**config.mk**
```make
export PLATFORM = sky130hd
export DESIGN_NAME = unsorted_key_table
export DESIGN_NICKNAME = d
export VERILOG_FILES = /design/src/uktab_pkg.sv /design/src/unsorted_key_table.sv /design/src/uktab_ram.sv /design/src/uktab_ctrl.sv /design/src/uktab_dp.sv
export SDC_FILE = /design/constraint.sdc
export NUM_CORES = 1
export LEC_CHECK = 0
export BUFFER_PORTS_ARGS = -buffer_cell sky130_fd_sc_hd__buf_4
export CELL_PAD_IN_SITES_DETAIL_PLACEMENT = 0
export CELL_PAD_IN_SITES_GLOBAL_PLACEMENT = 1
export CORE_UTILIZATION = 51
export DETAILED_ROUTE_END_ITERATION = 10
export PLACE_DENSITY_LB_ADDON = 0.1
export SLEW_MARGIN = 25
export SYNTH_ARGS = -nofsm -noshare
export SYNTH_HDL_FRONTEND = slang
export SYNTH_SLANG_ARGS = --single-unit
```
**constraint.sdc**
```tcl
create_clock -name clk_i -period 4.8 [get_ports clk_i]
set_input_delay 1.2 -clock clk_i [delete_from_list [all_inputs] [get_ports clk_i]]
set_output_delay 1.2 -clock clk_i [all_outputs]
set_load 0.05 [all_outputs]
```
**src/uktab_pkg.sv**
```systemverilog
// Shared codes, types and defaults for the unsorted key table.
`timescale 1ns / 1ps

package uktab_pkg;

  // Default sizes of the table.
  localparam int DEPTH_DEF  = 16;
  localparam int ITEM_W_DEF = 16;

  // Fixed port widths.
  localparam int OP_W      = 4;
  localparam int KEY_W     = 16;
  localparam int ST_W      = 3;
  localparam int CNT_OUT_W = 5;

  // Operation codes.
  localparam logic [OP_W-1:0] OP_INSERT   = 4'd0;
  localparam logic [OP_W-1:0] OP_LOOKUP   = 4'd1;
  localparam logic [OP_W-1:0] OP_DELETE   = 4'd2;
  localparam logic [OP_W-1:0] OP_CLEAR    = 4'd3;
  localparam logic [OP_W-1:0] OP_CUR_RST  = 4'd4;
  localparam logic [OP_W-1:0] OP_READ     = 4'd5;
  localparam logic [OP_W-1:0] OP_SPLIT    = 4'd6;
  localparam logic [OP_W-1:0] OP_INS_UNIQ = 4'd7;
  localparam logic [OP_W-1:0] OP_DEL_ALL  = 4'd8;

  // Result status codes.
  localparam logic [ST_W-1:0] ST_OK    = 3'd0;
  localparam logic [ST_W-1:0] ST_MISS  = 3'd1;
  localparam logic [ST_W-1:0] ST_FULL  = 3'd2;
  localparam logic [ST_W-1:0] ST_END   = 3'd3;
  localparam logic [ST_W-1:0] ST_EMPTY = 3'd4;
  localparam logic [ST_W-1:0] ST_DUP   = 3'd5;

  // Source of the value field of a result word.
  typedef enum logic [1:0] {
    V_ZERO,
    V_KEY,
    V_RDATA
  } vsel_e;

  // Kind of table write.
  typedef enum logic [1:0] {
    WR_NONE,
    WR_APPEND_IN,
    WR_APPEND_KEY,
    WR_SWAP
  } wsel_e;

  // Read address selection; the scan index follows the address for START and NEXT.
  typedef enum logic [2:0] {
    RS_HOLD,
    RS_START,
    RS_NEXT,
    RS_TAIL,
    RS_CURSOR
  } rsel_e;

  // Commands from the controller to the datapath.
  typedef struct packed {
    logic            ld_key;
    logic            emit;
    logic [ST_W-1:0] status;
    vsel_e           vsel;
    logic            side_en;
    logic            last;
    wsel_e           wsel;
    logic            cnt_inc;
    logic            cnt_dec;
    logic            cnt_clr;
    logic            cur_clr;
    logic            cur_inc;
    logic            cur_to_cnt;
    rsel_e           rsel;
  } cmd_t;

  // Status from the datapath to the controller.
  typedef struct packed {
    logic match;
    logic last;
    logic cnt_zero;
    logic full;
    logic cur_end;
  } stat_t;

endpackage

```
**src/unsorted_key_table.sv**
```systemverilog
// Top level of the unsorted key table: controller plus datapath.
`timescale 1ns / 1ps

// Usage:
// - Command word: op_i and key_value_i are taken at a rising edge where start is
//   high and busy is low. busy is high while a multi-cycle operation runs.
// - Result words: each is shown for one cycle with result_strobe_o high; the
//   receiver cannot stall, so every word must be taken as it comes.
//   last_result_o marks the final word of a command; only split gives more
//   than one word (one per stored entry, in table order).
// - entry_count_o, is_full_o and is_empty_o show the table state after the op.
// - Sequencing: insert, clear, cursor reset, unknown ops and immediate misses
//   give their word the cycle after acceptance and a new command may follow at
//   once. Read next fetches the entry at the cursor and gives it from S_READ.
//   Lookup, delete, insert unique and split walk the stored entries one per
//   cycle through the registered read port of the entry memory; a delete that
//   hits then moves the last entry into the hole in state S_TAIL. Delete all
//   moves the last entry into each hole and re-reads the filled hole in
//   S_RESUME before the scan goes on.
// - Reset (rst_ni low, asynchronous) empties the table and puts the read cursor
//   before the first entry; the entry memory itself needs no clearing.

module unsorted_key_table #(
  parameter int DEPTH      = uktab_pkg::DEPTH_DEF,
  parameter int ITEM_WIDTH = uktab_pkg::ITEM_W_DEF
) (
  input  logic                            clk_i,
  input  logic                            rst_ni,
  input  logic                            start,
  output logic                            busy,
  input  logic [uktab_pkg::OP_W-1:0]      op_i,
  input  logic [uktab_pkg::KEY_W-1:0]     key_value_i,
  output logic                            result_strobe_o,
  output logic [uktab_pkg::ST_W-1:0]      status_o,
  output logic [uktab_pkg::KEY_W-1:0]     item_value_o,
  output logic                            split_side_o,
  output logic                            last_result_o,
  output logic [uktab_pkg::CNT_OUT_W-1:0] entry_count_o,
  output logic                            is_full_o,
  output logic                            is_empty_o
);

  uktab_pkg::cmd_t  cmd;
  uktab_pkg::stat_t stat;

  uktab_ctrl u_ctrl (
    .clk_i (clk_i),
    .rst_ni(rst_ni),
    .start (start),
    .op_i  (op_i),
    .stat_i(stat),
    .cmd_o (cmd),
    .busy  (busy)
  );

  uktab_dp #(
    .DEPTH     (DEPTH),
    .ITEM_WIDTH(ITEM_WIDTH)
  ) u_dp (
    .clk_i          (clk_i),
    .rst_ni         (rst_ni),
    .cmd_i          (cmd),
    .key_value_i    (key_value_i),
    .stat_o         (stat),
    .result_strobe_o(result_strobe_o),
    .status_o       (status_o),
    .item_value_o   (item_value_o),
    .split_side_o   (split_side_o),
    .last_result_o  (last_result_o),
    .entry_count_o  (entry_count_o),
    .is_full_o      (is_full_o),
    .is_empty_o     (is_empty_o)
  );

endmodule

```
**src/uktab_ram.sv**
```systemverilog
// Generic single-port-write, single-port-read RAM with registered read data.
`timescale 1ns / 1ps

module uktab_ram #(
  parameter int WIDTH = 16,
  parameter int DEPTH = 16
) (
  input  logic                                 clk_i,
  input  logic                                 we_i,
  input  logic [((DEPTH > 1) ? $clog2(DEPTH) : 1)-1:0] waddr_i,
  input  logic [WIDTH-1:0]                     wdata_i,
  input  logic [((DEPTH > 1) ? $clog2(DEPTH) : 1)-1:0] raddr_i,
  output logic [WIDTH-1:0]                     rdata_o
);

  logic [WIDTH-1:0] mem_q [DEPTH];
  logic [WIDTH-1:0] rdata_q;

  // Read returns the old contents when the same address is written.
  always_ff @(posedge clk_i) begin
    if (we_i) begin
      mem_q[waddr_i] <= wdata_i;
    end
    rdata_q <= mem_q[raddr_i];
  end

  assign rdata_o = rdata_q;

endmodule

```
**src/uktab_ctrl.sv**
```systemverilog
// Controller state machine that sequences each table operation.
`timescale 1ns / 1ps

module uktab_ctrl (
  input  logic                      clk_i,
  input  logic                      rst_ni,
  input  logic                      start,
  input  logic [uktab_pkg::OP_W-1:0] op_i,
  input  uktab_pkg::stat_t          stat_i,
  output uktab_pkg::cmd_t           cmd_o,
  output logic                      busy
);

  localparam logic [2:0] S_IDLE   = 3'd0;
  localparam logic [2:0] S_SCAN   = 3'd1;
  localparam logic [2:0] S_TAIL   = 3'd2;
  localparam logic [2:0] S_RESUME = 3'd3;
  localparam logic [2:0] S_READ   = 3'd4;

  logic [2:0]                 state_q, state_d;
  logic [uktab_pkg::OP_W-1:0] op_q, op_d;
  logic                       hit_q, hit_d;
  logic                       accept;

  assign busy   = (state_q != S_IDLE);
  assign accept = start && !busy;

  // Next state and command decode.
  always_comb begin
    state_d = state_q;
    op_d    = op_q;
    hit_d   = hit_q;
    cmd_o   = '0;
    cmd_o.last = 1'b1;

    unique case (state_q)
      S_IDLE: begin
        if (accept) begin
          op_d         = op_i;
          hit_d        = 1'b0;
          cmd_o.ld_key = 1'b1;
          unique case (op_i) inside
            uktab_pkg::OP_INSERT: begin
              cmd_o.emit = 1'b1;
              if (stat_i.full) begin
                cmd_o.status = uktab_pkg::ST_FULL;
              end else begin
                cmd_o.status  = uktab_pkg::ST_OK;
                cmd_o.wsel    = uktab_pkg::WR_APPEND_IN;
                cmd_o.cnt_inc = 1'b1;
              end
            end
            uktab_pkg::OP_LOOKUP, uktab_pkg::OP_DELETE, uktab_pkg::OP_DEL_ALL: begin
              if (stat_i.cnt_zero) begin
                cmd_o.emit   = 1'b1;
                cmd_o.status = uktab_pkg::ST_MISS;
              end else begin
                cmd_o.rsel = uktab_pkg::RS_START;
                state_d    = S_SCAN;
              end
            end
            uktab_pkg::OP_CLEAR: begin
              cmd_o.emit    = 1'b1;
              cmd_o.status  = uktab_pkg::ST_OK;
              cmd_o.cnt_clr = 1'b1;
            end
            uktab_pkg::OP_CUR_RST: begin
              cmd_o.emit    = 1'b1;
              cmd_o.status  = uktab_pkg::ST_OK;
              cmd_o.cur_clr = 1'b1;
            end
            uktab_pkg::OP_READ: begin
              if (stat_i.cur_end) begin
                cmd_o.emit   = 1'b1;
                cmd_o.status = uktab_pkg::ST_END;
              end else begin
                cmd_o.rsel = uktab_pkg::RS_CURSOR;
                state_d    = S_READ;
              end
            end
            uktab_pkg::OP_SPLIT: begin
              if (stat_i.cnt_zero) begin
                cmd_o.emit   = 1'b1;
                cmd_o.status = uktab_pkg::ST_EMPTY;
              end else begin
                cmd_o.rsel = uktab_pkg::RS_START;
                state_d    = S_SCAN;
              end
            end
            uktab_pkg::OP_INS_UNIQ: begin
              // An empty table holds no duplicate and always has room.
              if (stat_i.cnt_zero) begin
                cmd_o.emit    = 1'b1;
                cmd_o.status  = uktab_pkg::ST_OK;
                cmd_o.wsel    = uktab_pkg::WR_APPEND_IN;
                cmd_o.cnt_inc = 1'b1;
              end else begin
                cmd_o.rsel = uktab_pkg::RS_START;
                state_d    = S_SCAN;
              end
            end
            default: begin
              cmd_o.emit   = 1'b1;
              cmd_o.status = uktab_pkg::ST_OK;
            end
          endcase
        end
      end

      // One stored entry is compared per cycle while the next read is issued.
      S_SCAN: begin
        unique case (op_q) inside
          uktab_pkg::OP_SPLIT: begin
            cmd_o.emit    = 1'b1;
            cmd_o.status  = uktab_pkg::ST_OK;
            cmd_o.vsel    = uktab_pkg::V_RDATA;
            cmd_o.side_en = 1'b1;
            cmd_o.last    = stat_i.last;
            if (stat_i.last) begin
              cmd_o.cur_to_cnt = 1'b1;
              state_d          = S_IDLE;
            end else begin
              cmd_o.rsel = uktab_pkg::RS_NEXT;
            end
          end
          uktab_pkg::OP_LOOKUP: begin
            if (stat_i.match) begin
              cmd_o.emit   = 1'b1;
              cmd_o.status = uktab_pkg::ST_OK;
              cmd_o.vsel   = uktab_pkg::V_KEY;
              state_d      = S_IDLE;
            end else if (stat_i.last) begin
              cmd_o.emit   = 1'b1;
              cmd_o.status = uktab_pkg::ST_MISS;
              state_d      = S_IDLE;
            end else begin
              cmd_o.rsel = uktab_pkg::RS_NEXT;
            end
          end
          uktab_pkg::OP_INS_UNIQ: begin
            if (stat_i.match) begin
              cmd_o.emit   = 1'b1;
              cmd_o.status = uktab_pkg::ST_DUP;
              cmd_o.vsel   = uktab_pkg::V_KEY;
              state_d      = S_IDLE;
            end else if (stat_i.last) begin
              cmd_o.emit = 1'b1;
              state_d    = S_IDLE;
              if (stat_i.full) begin
                cmd_o.status = uktab_pkg::ST_FULL;
              end else begin
                cmd_o.status  = uktab_pkg::ST_OK;
                cmd_o.wsel    = uktab_pkg::WR_APPEND_KEY;
                cmd_o.cnt_inc = 1'b1;
              end
            end else begin
              cmd_o.rsel = uktab_pkg::RS_NEXT;
            end
          end
          uktab_pkg::OP_DELETE, uktab_pkg::OP_DEL_ALL: begin
            if (stat_i.match) begin
              hit_d      = 1'b1;
              cmd_o.rsel = uktab_pkg::RS_TAIL;
              state_d    = S_TAIL;
            end else if (stat_i.last) begin
              cmd_o.emit = 1'b1;
              state_d    = S_IDLE;
              if (hit_q) begin
                cmd_o.status = uktab_pkg::ST_OK;
                cmd_o.vsel   = uktab_pkg::V_KEY;
              end else begin
                cmd_o.status = uktab_pkg::ST_MISS;
              end
            end else begin
              cmd_o.rsel = uktab_pkg::RS_NEXT;
            end
          end
          default: begin
            state_d = S_IDLE;
          end
        endcase
      end

      // The last entry is on the read port: move it into the hole.
      S_TAIL: begin
        cmd_o.wsel    = uktab_pkg::WR_SWAP;
        cmd_o.cnt_dec = 1'b1;
        if ((op_q == uktab_pkg::OP_DEL_ALL) && !stat_i.last) begin
          state_d = S_RESUME;
        end else begin
          cmd_o.emit   = 1'b1;
          cmd_o.status = uktab_pkg::ST_OK;
          cmd_o.vsel   = uktab_pkg::V_KEY;
          state_d      = S_IDLE;
        end
      end

      // Re-read the filled hole before the scan goes on.
      S_RESUME: begin
        cmd_o.rsel = uktab_pkg::RS_HOLD;
        state_d    = S_SCAN;
      end

      S_READ: begin
        cmd_o.emit    = 1'b1;
        cmd_o.status  = uktab_pkg::ST_OK;
        cmd_o.vsel    = uktab_pkg::V_RDATA;
        cmd_o.cur_inc = 1'b1;
        state_d       = S_IDLE;
      end

      default: begin
        state_d = S_IDLE;
      end
    endcase
  end

  // State registers.
  always_ff @(posedge clk_i or negedge rst_ni) begin
    if (!rst_ni) begin
      state_q <= S_IDLE;
      op_q    <= uktab_pkg::OP_INSERT;
      hit_q   <= 1'b0;
    end else begin
      state_q <= state_d;
      op_q    <= op_d;
      hit_q   <= hit_d;
    end
  end

endmodule

```
**src/uktab_dp.sv**
```systemverilog
// Datapath: entry memory, count, cursor, scan index and result register.
`timescale 1ns / 1ps

module uktab_dp #(
  parameter int DEPTH      = uktab_pkg::DEPTH_DEF,
  parameter int ITEM_WIDTH = uktab_pkg::ITEM_W_DEF
) (
  input  logic                            clk_i,
  input  logic                            rst_ni,
  input  uktab_pkg::cmd_t                 cmd_i,
  input  logic [uktab_pkg::KEY_W-1:0]     key_value_i,
  output uktab_pkg::stat_t                stat_o,
  output logic                            result_strobe_o,
  output logic [uktab_pkg::ST_W-1:0]      status_o,
  output logic [uktab_pkg::KEY_W-1:0]     item_value_o,
  output logic                            split_side_o,
  output logic                            last_result_o,
  output logic [uktab_pkg::CNT_OUT_W-1:0] entry_count_o,
  output logic                            is_full_o,
  output logic                            is_empty_o
);

  localparam int CW = $clog2(DEPTH + 1);
  localparam int AW = (DEPTH > 1) ? $clog2(DEPTH) : 1;

  logic [ITEM_WIDTH-1:0] key_in, key_q;
  logic [CW-1:0]         count_q, count_d;
  logic [CW-1:0]         cursor_q, cursor_d;
  logic [CW-1:0]         cidx_q, cidx_d, cidx_nx, count_m1;
  logic                  we;
  logic [AW-1:0]         waddr, raddr;
  logic [ITEM_WIDTH-1:0] wdata, rdata;

  logic                           strobe_q;
  logic [uktab_pkg::ST_W-1:0]     status_q;
  logic [uktab_pkg::KEY_W-1:0]    value_q, value_d;
  logic                           side_q;
  logic                           last_q;

  assign key_in   = ITEM_WIDTH'(key_value_i);
  assign cidx_nx  = cidx_q + CW'(1);
  assign count_m1 = count_q - CW'(1);

  // Read address and scan index.
  always_comb begin
    raddr  = cidx_q[AW-1:0];
    cidx_d = cidx_q;
    unique case (cmd_i.rsel)
      uktab_pkg::RS_HOLD:   raddr = cidx_q[AW-1:0];
      uktab_pkg::RS_START: begin
        raddr  = '0;
        cidx_d = '0;
      end
      uktab_pkg::RS_NEXT: begin
        raddr  = cidx_nx[AW-1:0];
        cidx_d = cidx_nx;
      end
      uktab_pkg::RS_TAIL:   raddr = count_m1[AW-1:0];
      uktab_pkg::RS_CURSOR: raddr = cursor_q[AW-1:0];
      default:              raddr = cidx_q[AW-1:0];
    endcase
  end

  // Table writes: append at the count, or fill a hole at the scan index.
  always_comb begin
    we    = 1'b1;
    waddr = count_q[AW-1:0];
    wdata = key_in;
    unique case (cmd_i.wsel)
      uktab_pkg::WR_NONE:       we = 1'b0;
      uktab_pkg::WR_APPEND_IN:  wdata = key_in;
      uktab_pkg::WR_APPEND_KEY: wdata = key_q;
      uktab_pkg::WR_SWAP: begin
        waddr = cidx_q[AW-1:0];
        wdata = rdata;
      end
      default: we = 1'b0;
    endcase
  end

  uktab_ram #(
    .WIDTH(ITEM_WIDTH),
    .DEPTH(DEPTH)
  ) u_ram (
    .clk_i  (clk_i),
    .we_i   (we),
    .waddr_i(waddr),
    .wdata_i(wdata),
    .raddr_i(raddr),
    .rdata_o(rdata)
  );

  // Count and cursor updates.
  always_comb begin
    count_d = count_q;
    if (cmd_i.cnt_clr) begin
      count_d = '0;
    end else if (cmd_i.cnt_inc) begin
      count_d = count_q + CW'(1);
    end else if (cmd_i.cnt_dec) begin
      count_d = count_m1;
    end

    cursor_d = cursor_q;
    if (cmd_i.cur_clr) begin
      cursor_d = '0;
    end else if (cmd_i.cur_inc) begin
      cursor_d = cursor_q + CW'(1);
    end else if (cmd_i.cur_to_cnt) begin
      cursor_d = count_q;
    end
  end

  // Value field of the next result word.
  always_comb begin
    value_d = '0;
    case (cmd_i.vsel)
      uktab_pkg::V_KEY:   value_d = uktab_pkg::KEY_W'(key_q);
      uktab_pkg::V_RDATA: value_d = uktab_pkg::KEY_W'(rdata);
      default:            value_d = '0;
    endcase
  end

  // Status for the controller.
  assign stat_o.match    = (rdata == key_q);
  assign stat_o.last     = (cidx_nx == count_q);
  assign stat_o.cnt_zero = (count_q == '0);
  assign stat_o.full     = (count_q == CW'(DEPTH));
  assign stat_o.cur_end  = (cursor_q >= count_q);

  // Control registers.
  always_ff @(posedge clk_i or negedge rst_ni) begin
    if (!rst_ni) begin
      count_q  <= '0;
      cursor_q <= '0;
      strobe_q <= 1'b0;
    end else begin
      count_q  <= count_d;
      cursor_q <= cursor_d;
      strobe_q <= cmd_i.emit;
    end
  end

  // Payload registers.
  always_ff @(posedge clk_i) begin
    cidx_q <= cidx_d;
    if (cmd_i.ld_key) begin
      key_q <= key_in;
    end
    if (cmd_i.emit) begin
      status_q <= cmd_i.status;
      value_q  <= value_d;
      side_q   <= cmd_i.side_en && (rdata > key_q);
      last_q   <= cmd_i.last;
    end
  end

  assign result_strobe_o = strobe_q;
  assign status_o        = status_q;
  assign item_value_o    = value_q;
  assign split_side_o    = side_q;
  assign last_result_o   = last_q;
  assign entry_count_o   = uktab_pkg::CNT_OUT_W'(count_q);
  assign is_full_o       = stat_o.full;
  assign is_empty_o      = stat_o.cnt_zero;

endmodule

```
==> flow_metrics.tcl, run 1 <==
set metrics [dict create \
    root_buffer "clkbuf_16" \
    syn-cell-area_um2 14800 \
    io_pins 53 \
    critPathCaptureType "register" \
    arrival_ns 4.71 \
    grt_use_met2 0.385 \
    cts_setup_buffers 0 \
    post_route_cells_drive_above_1_share 0.156 \
    die_area_um2 29600 \
    synth_cell_type_count 67 \
    grt_max_degree 56 \
    wl_um 37000 \
    cpMostUsedCell "a22oi_1" \
    gp_congestion 0.877 \
    track_usage 0.257 \
    critical_path_buf_inv_count 1 \
    synth_flop_cell "edfxtp_1" \
    async_flop_share 0.0571 \
    postCtsResizedCells 0 \
    tns_ns 0 \
    finalClockSkew_ns 0.0113 \
    synth_edf_count 298 \
    ir_drop_mv 0.292 \
    cts.sinks 333 \
    grt.busiest_layer "met1" \
    grt_pass1_vias 9521 \
    critical_path.top_delay_family "compound AO/OA/AOI/OAI gates" \
    pre_cts_ws_ns 0.213 \
    power_leakage_nw 6.21 \
    synth-seq-cells 333 \
    setup_slack_ns 0.443 \
    p_int_mw 5.78 \
    maxCapViolCount 0 \
    grtUsageMet1 0.391 \
    synth.net_count 1306 \
    yosys_warnings 0 \
    yosysSeqAreaShare 0.660 \
    clockPowerShare 0.313 \
    cts_buffers 36 \
    avgSynthCellArea_um2 11.8 \
    cp_max_fo 55 \
    path_clk_slew_ns 0.06 \
    use_met3 0.0410 \
    route.detailed.drc 0 \
    setup_viol 0 \
    via_count 10200 \
    tightest_slew_ns 0.890 \
    worst-setup-path-type "reg2reg" \
    combPwrFrac 0.270 \
    synth_mux_area_frac 0.00136 \
    fmax_ghz 0.230 \
    worst_path_max_delay_cell "or4_1" \
    core_area_um2 28200 \
    vias_per_cell 5.86 \
    initial_core_util 0.524 \
    rows 61 \
    outcome "finished, final reports clean" \
    switchingPower_mw 2.83 \
    areaGrowthSynthToFinish_pct 15.8 \
    min_path_type "reg2reg" \
    hold_violations 0 \
    swShare 0.328 \
    htree_levels 2 \
    slowest_delay_ns 0.62 \
    cts_tree "done" \
    synth-simple-area-share 0.131 \
    grt-ovfl-total 0 \
    ant_nets 0 \
    period_share 0.908 \
    wl_per_cell_um 21.2 \
    post-route-min-period_ns 4.36 \
    finalMaxSlewViolations 0 \
    portBuffers 52 \
    fillCellCount 2243 \
    place_area_um2 15900 \
    yosys.area_share.xor_xnor 0.0114 \
    path_cells "ha_1 -> xor2_1 -> nor3_1 -> nand3_1 -> a32o_1 -> or4_1 -> o21a_4 -> buf_12 -> a21oi_1 -> a22oi_1 -> a22oi_1 -> o311ai_1" \
    startpoint_type "register" \
    drtIter0Drc 1003 \
    die_h_um 172 \
    place_hpwl_um 24600 \
    final_area_um2 17100 \
    synth_top_family_by_area "compound AO/OA/AOI/OAI gates" \
    antenna_found_initial 1 \
    clockBufferDepth 3 \
    pwr_density_cell_nw_per_um2 503 \
    r2r_slack_ns 0.44 \
    clkLatencyLatePin_ns 0.51 \
    synth_compound_area_frac 0.141 \
    rsz0062_at_grt "false" \
    synthAdderAreaFrac 0.0229 \
    max-slew-margin-rel 0.401 \
    p_total_mw 8.60 \
    pwr-share-seq 0.417 \
    cts_hold_buf 0 \
    grt_pass1_wl_um 56800 \
    worstPathRequired_ns 5.15 \
    die_width_um 172 \
    fin_nets 1385 \
    diodes 0 \
    hold_ws_ns 0.508 \
    synth_cells 1256 \
    dr.pass1.iters 5 \
]
cell families after synthesis:
logic type | count (synthesis)
and+or+nand+nor | 445
DFF | 333
AOI/OAI and AO/OA | 325
buffers and inverters | 108
adders and majority gates | 27
xor gates and xnor gates | 16
muxes | 2
metrics by stage:
step / cells / utilization
after CTS: 1741 / 0.607
after global routing: 1741 / 0.607
after detailed placement: 1675 / 0.566
after floorplan: 1256 / -
final: 1741 / 0.607
after global placement: 1675 / 0.566
flip-flops by register name, summed over array words and instances, names as in the netlist:
| signal | count |
|---|---|
| u_dp.key_q | 16 |
| u_ctrl.state_q | 3 |
| u_ctrl.hit_q | 1 |
| u_dp.last_result_o | 1 |
| u_dp.result_strobe_o | 1 |
| u_dp.item_value_o | 16 |
| u_dp.split_side_o | 1 |
| u_dp.entry_count_o | 5 |
| u_dp.u_ram.mem_q | 256 |
| u_dp.status_o | 3 |
| u_dp.cidx_q | 5 |
| u_dp.u_ram.rdata_o | 16 |
| u_ctrl.op_q | 4 |
| u_dp.cursor_q | 5 |
cell type report:
| cell class | count | area [um2] | share of cell area |
|---|---|---|---|
| well taps | 378 | 473 | 0.0277 |
| inverters | 32 | 121 | 0.00710 |
| clock inverters | 15 | 140 | 0.00819 |
| repair buffers | 117 | 1000 | 0.0587 |
| flip-flops and latches | 333 | 9740 | 0.570 |
| clock buffers | 51 | 1020 | 0.0596 |
| multi-input cells | 815 | 4600 | 0.269 |
synthesized netlist by cell type (3+ instances only):
cell / count / area, um2
edfxtp_1: 298 / 8950
nand2_1: 275 / 1030
a21oi_1: 147 / 736
a22oi_1: 66 / 495
nor2_1: 56 / 210
clkbuf_1: 39 / 146
inv_1: 31 / 116
nand3_1: 29 / 145
ha_1: 27 / 338
buf_2: 25 / 125
o21ai_0: 25 / 125
nor3_1: 23 / 115
dfrtp_1: 19 / 475
a21oi_2: 17 / 149
dfxtp_1: 16 / 320
o311ai_1: 15 / 131
a31oi_1: 10 / 62.6
xnor2_1: 10 / 87.6
nor2b_1: 9 / 56.3
nand2b_1: 8 / 50.1
buf_1: 6 / 22.5
nand4_1: 6 / 37.5
o21a_1: 6 / 45.0
or3_1: 6 / 37.5
a211oi_1: 5 / 37.5
buf_6: 5 / 56.3
and3_1: 4 / 25.0
nor4_1: 4 / 25.0
o22ai_1: 4 / 25.0
o31ai_1: 4 / 30.0
xor2_1: 4 / 35.0
a21o_1: 3 / 22.5
and2_1: 3 / 18.8
nor3b_1: 3 / 22.5
o2bb2ai_1: 3 / 26.3
or4_1: 3 / 22.5
path summary, 6_finish.rpt:
kind	startpoint	end	depth (start not counted)
min reg2reg	u_ctrl.hit_q$_DFFE_PN0P_	u_ctrl.hit_q$_DFFE_PN0P_	2
max	u_dp.cidx_q[1]$_SDFFCE_PP0N_	u_dp.u_ram.rdata_o[7]$_DFF_P_	12
max reg2reg	u_dp.cidx_q[1]$_SDFFCE_PP0N_	u_dp.u_ram.rdata_o[7]$_DFF_P_	12
min	u_ctrl.hit_q$_DFFE_PN0P_	u_ctrl.hit_q$_DFFE_PN0P_	2
max in group asynchronous	rst_ni	u_ctrl.op_q[3]$_DFFE_PN0P_	1
min in group asynchronous	rst_ni	u_dp.entry_count_o[1]$_DFFE_PN0P_	1
routing by layer:
metal / routed length, um / part of all wire
met2: 16500 / 0.45
met3: 2680 / 0.073
met1: 17200 / 0.46
met4: 622 / 0.017
met5: 0 / 0
power by group through the flow:
stage | sequential [mW] | combinational, mW | clock, mW
floorplan | 3.68 | 1.47 | 0
CTS | 3.58 | 2.32 | 2.74
global placement | 3.64 | 2.29 | 0
finish | 3.59 | 2.32 | 2.69
detailed placement | 3.64 | 2.31 | 0
global route | 3.61 | 2.56 | 2.83
cells in the final DEF, fill, tap and decap left out, types with 4 or more instances in the layout:
| master | netlist | routed |
|---|---|---|
| edfxtp_1 | 298 | 298 |
| nand2_1 | 275 | 275 |
| a21oi_1 | 147 | 147 |
| buf_4 | 1 | 107 |
| a22oi_1 | 66 | 66 |
| nor2_1 | 56 | 45 |
| clkbuf_16 | 0 | 38 |
| inv_1 | 31 | 31 |
| nand3_1 | 29 | 29 |
| ha_1 | 27 | 27 |
| o21ai_0 | 25 | 24 |
| nor3_1 | 23 | 22 |
| dfrtp_1 | 19 | 19 |
| a21oi_2 | 17 | 17 |
| dfxtp_1 | 16 | 16 |
| o311ai_1 | 15 | 15 |
| nor2_2 | 0 | 11 |
| clkbuf_1 | 39 | 11 |
| xnor2_1 | 10 | 10 |
| a31oi_1 | 10 | 10 |
| buf_12 | 0 | 10 |
| nor2b_1 | 9 | 9 |
| nand2b_1 | 8 | 8 |
| nand4_1 | 6 | 6 |
| clkinv_2 | 1 | 6 |
| o21a_1 | 6 | 5 |
| a211oi_1 | 5 | 5 |
| or3_1 | 6 | 5 |
| and3_1 | 4 | 4 |
| xor2_1 | 4 | 4 |
| o31ai_1 | 4 | 4 |
| o22ai_1 | 4 | 4 |
| nor4_1 | 4 | 4 |
| clkinv_1 | 0 | 4 |
worst register-to-register path, delay by kind of cell (launching register included):
kind	cells	cell delay, ns
adder cells (fa/ha/maj)	1	0.36
flip-flops	1	0.50
buffers and inverters	1	0.21
XOR/XNOR	1	0.17
AND/OR/NAND/NOR	3	1.36
AO/OA/AOI/OAI	6	1.60
No activity file was read; power rests on OpenSTA's default activity.
==> run 2: changes to the inputs <==
--- a/config.mk
+++ b/config.mk
@@ -8,10 +8,13 @@
 export BUFFER_PORTS_ARGS = -buffer_cell sky130_fd_sc_hd__buf_4
 export CELL_PAD_IN_SITES_DETAIL_PLACEMENT = 0
 export CELL_PAD_IN_SITES_GLOBAL_PLACEMENT = 1
-export CORE_UTILIZATION = 51
+export CORE_ASPECT_RATIO = 1.25
+export CORE_UTILIZATION = 55
+export CTS_BUF_LIST = sky130_fd_sc_hd__clkbuf_4
 export DETAILED_ROUTE_END_ITERATION = 10
 export PLACE_DENSITY_LB_ADDON = 0.1
 export SLEW_MARGIN = 25
 export SYNTH_ARGS = -nofsm -noshare
 export SYNTH_HDL_FRONTEND = slang
+export SYNTH_HIERARCHICAL = 1
 export SYNTH_SLANG_ARGS = --single-unit
==> flow_metrics.tcl, run 2 <==
set metrics [dict create \
    syn-cell-area_um2 14500 \
    final_area_um2 16900 \
    regToRegEndpoint "u_dp/u_ram/rdata_o[4]$_DFF_P_" \
    finalMaxSlewViolations 0 \
    multi_input_area_um2 4450 \
    vias_per_cell 6.02 \
    r2r-start "u_dp/key_q[14]$_DFFE_PP_" \
    cts_buffers 80 \
    ant_nets 0 \
    initial_core_util 0.558 \
    cts.sinks 333 \
    crit_start "u_dp/key_q[14]$_DFFE_PP_" \
    power_leakage_nw 6.03 \
    antenna_found_initial 2 \
    clockBufferDepth 3 \
    async_flop_share 0.0571 \
    synth_cell_type_count 69 \
    fin_nets 1134 \
    outcome "finished, final reports clean" \
    core_area_um2 26000 \
    max-slew-margin-rel 0.407 \
    final_cell_mix "edfxtp_1 (298), clkbuf_4 (117), buf_4 (117)" \
    track_usage 0.265 \
    largest_reg_flops 256 \
    slowest_delay_ns 0.77 \
    worstPathRequired_ns 5.41 \
    root_buffer "clkbuf_4" \
    synth_cells 924 \
    synth_flop_cell "edfxtp_1" \
    clkLatencyLatePin_ns 0.71 \
    route.detailed.drc 0 \
    r2r_slack_ns 0.34 \
    setup_viol 0 \
    dr.pass1.iters 5 \
    maxCapViolCount 0 \
    die_h_um 184 \
    grt_pass1_wl_um 52400 \
    yosysSeqAreaShare 0.671 \
    portBuffers 52 \
    place_area_um2 15800 \
    synth_edf_count 298 \
    post-route-min-period_ns 4.46 \
    ir_drop_mv 0.309 \
    yosysTopAreaCellShare 0.616 \
    min_path_type "in2async" \
    cts_tree "done" \
    via_count 8937 \
    startpoint_type "register" \
    path_cells "inv_1 -> ha_1 -> and4_4 -> nand4_4 -> nor4_4 -> nand2b_1 -> a22oi_1 -> o32ai_1 -> a21oi_1 -> nor2_1 -> buf_4 -> nand2_1 -> xnor2_1 -> a221oi_1 -> o22ai_1 -> and2_1 -> a22oi_1 -> nand2_1" \
    gp_congestion 0.871 \
    worst_path_max_delay_cell "and2_1" \
    setup_slack_ns 0.336 \
    p_total_mw 7.47 \
    hold_ws_ns 0.373 \
    grt_pass1_vias 9063 \
    htree_levels 3 \
    pre_cts_ws_ns 0.0426 \
    utilization 0.651 \
    synth_common_cells "edfxtp_1 (298), nor2_1 (81), mux4_2 (54)" \
    drtIter0Drc 681 \
    io_pins 53 \
    areaGrowthSynthToFinish_pct 16.6 \
    register_area_um2 9740 \
    post_route_cells_drive_above_1_share 0.301 \
    regMostFlops "u_dp/u_ram/mem_q" \
    synth-seq-cells 333 \
    hold_violations 0 \
    finalClockSkew_ns 0.0559 \
    yosys_warnings 6 \
    yosys.area.top_type "edfxtp_1" \
    final_common_cell "edfxtp_1" \
    cts_hold_buf 0 \
    place_hpwl_um 23300 \
    wl_per_cell_um 23.5 \
    path_clk_slew_ns 0.07 \
    synth.most_common_cell "edfxtp_1" \
    die_area_um2 27100 \
    pwr_density_cell_nw_per_um2 441 \
    die_width_um 147 \
    arrival_ns 5.07 \
    synth.net_count 975 \
    grt_max_degree 33 \
    tightest_slew_ns 0.890 \
    wl_um 34800 \
    rows 66 \
    period_share 0.930 \
    synth_area_leaders "edfxtp_1 (62%), mux4_2 (8.4%), dfrtp_1 (3.3%)" \
    grt-ovfl-total 0 \
    critPathCaptureType "register" \
    cp_max_fo 16 \
    avgSynthCellArea_um2 15.7 \
    fmax_ghz 0.224 \
    worstRegToRegCells 18 \
    cp-endpoint "u_dp/u_ram/rdata_o[4]$_DFF_P_" \
    worst-setup-path-type "reg2reg" \
    fillCellCount 1931 \
]
[run 2: changes by cell type in the layout (fill, tap and decap cells not counted), moves of 17 or more]
cell / previous run / this run
nor2_1: 45 / 80
a21oi_1: 147 / 33
mux4_2: 0 / 54
nand3_1: 29 / 12
clkbuf_4: 0 / 117
a22oi_1: 66 / 49
clkbuf_16: 38 / 2
nand2_1: 275 / 52
[run 2: worst min path at each step]
stage,from,end,cells after the start
6_report,rst_ni,u_dp/result_strobe_o$_DFF_PN0_,1
5_1_grt,rst_ni,u_dp/result_strobe_o$_DFF_PN0_,1
4_1_cts,rst_ni,u_dp/result_strobe_o$_DFF_PN0_,1
3_5_place_dp,u_ctrl/hit_q$_DFFE_PN0P_,u_ctrl/hit_q$_DFFE_PN0P_,2
3_3_place_gp,u_ctrl/hit_q$_DFFE_PN0P_,u_ctrl/hit_q$_DFFE_PN0P_,2
2_1_floorplan,u_ctrl/hit_q$_DFFE_PN0P_,u_ctrl/hit_q$_DFFE_PN0P_,2
[run 2: metrics by stage]
step,instances,TNS (ns)
after global placement,1333,0
after global routing,1484,-0.000278
after CTS,1474,0
after floorplan,924,0
final,1484,0
after detailed placement,1333,0
[run 2: metal layers]
layer / track usage / up-vias / routed length, um
met2: 0.450 / 415 / 17900
li1: - / 3999 / -
met3: 0.0499 / 64 / 2360
met4: 0.0969 / 0 / 812
met5: 0 / - / 0
met1: 0.341 / 4459 / 13700
[run 2: report_power, final]
part	switching (mW)	internal, mW	leakage [nW]
registers	0.180	3.33	3.09
logic	0.979	0.697	2.33
clock network	1.06	1.23	0.608
total	2.22	5.25	6.03
[run 2: critical path, delay by kind of cell, from the launching register on]
| family | cells | cell delay (ns) |
|---|---|---|
| buffers and inverters | 2 | 0.28 |
| AOI/OAI and AO/OA | 6 | 0.96 |
| adders and majority gates | 1 | 0.31 |
| and+or+nand+nor | 8 | 2.30 |
| xor gates and xnor gates | 1 | 0.13 |
| DFF | 1 | 0.38 |
[run 2: what timing repair did]
action                     in CTS  in global routing
setup buffers                   0                  6
setup endpoints to repair       0                 80
resized for setup               0                  4
[run 2: area by class of cell]
| cell class | instances | area share |
|---|---|---|
| antenna | 2 | 0.000295 |
| clock buffer | 117 | 0.0518 |
| multi-input combinational | 502 | 0.263 |
| timing repair buffer | 130 | 0.0678 |
| clock inverter | 24 | 0.00916 |
| inverter | 36 | 0.00798 |
| tap | 340 | 0.0251 |
| sequential | 333 | 0.575 |
[run 2: cells by family after synthesis]
group           after synthesis  synth area share
mux                          87             0.118
simple gates                223            0.0774
fa+ha+maj                    28            0.0241
buf+inv                      89            0.0290
xor+xnor                     20            0.0121
compound gates              144            0.0683
flops                       333             0.671
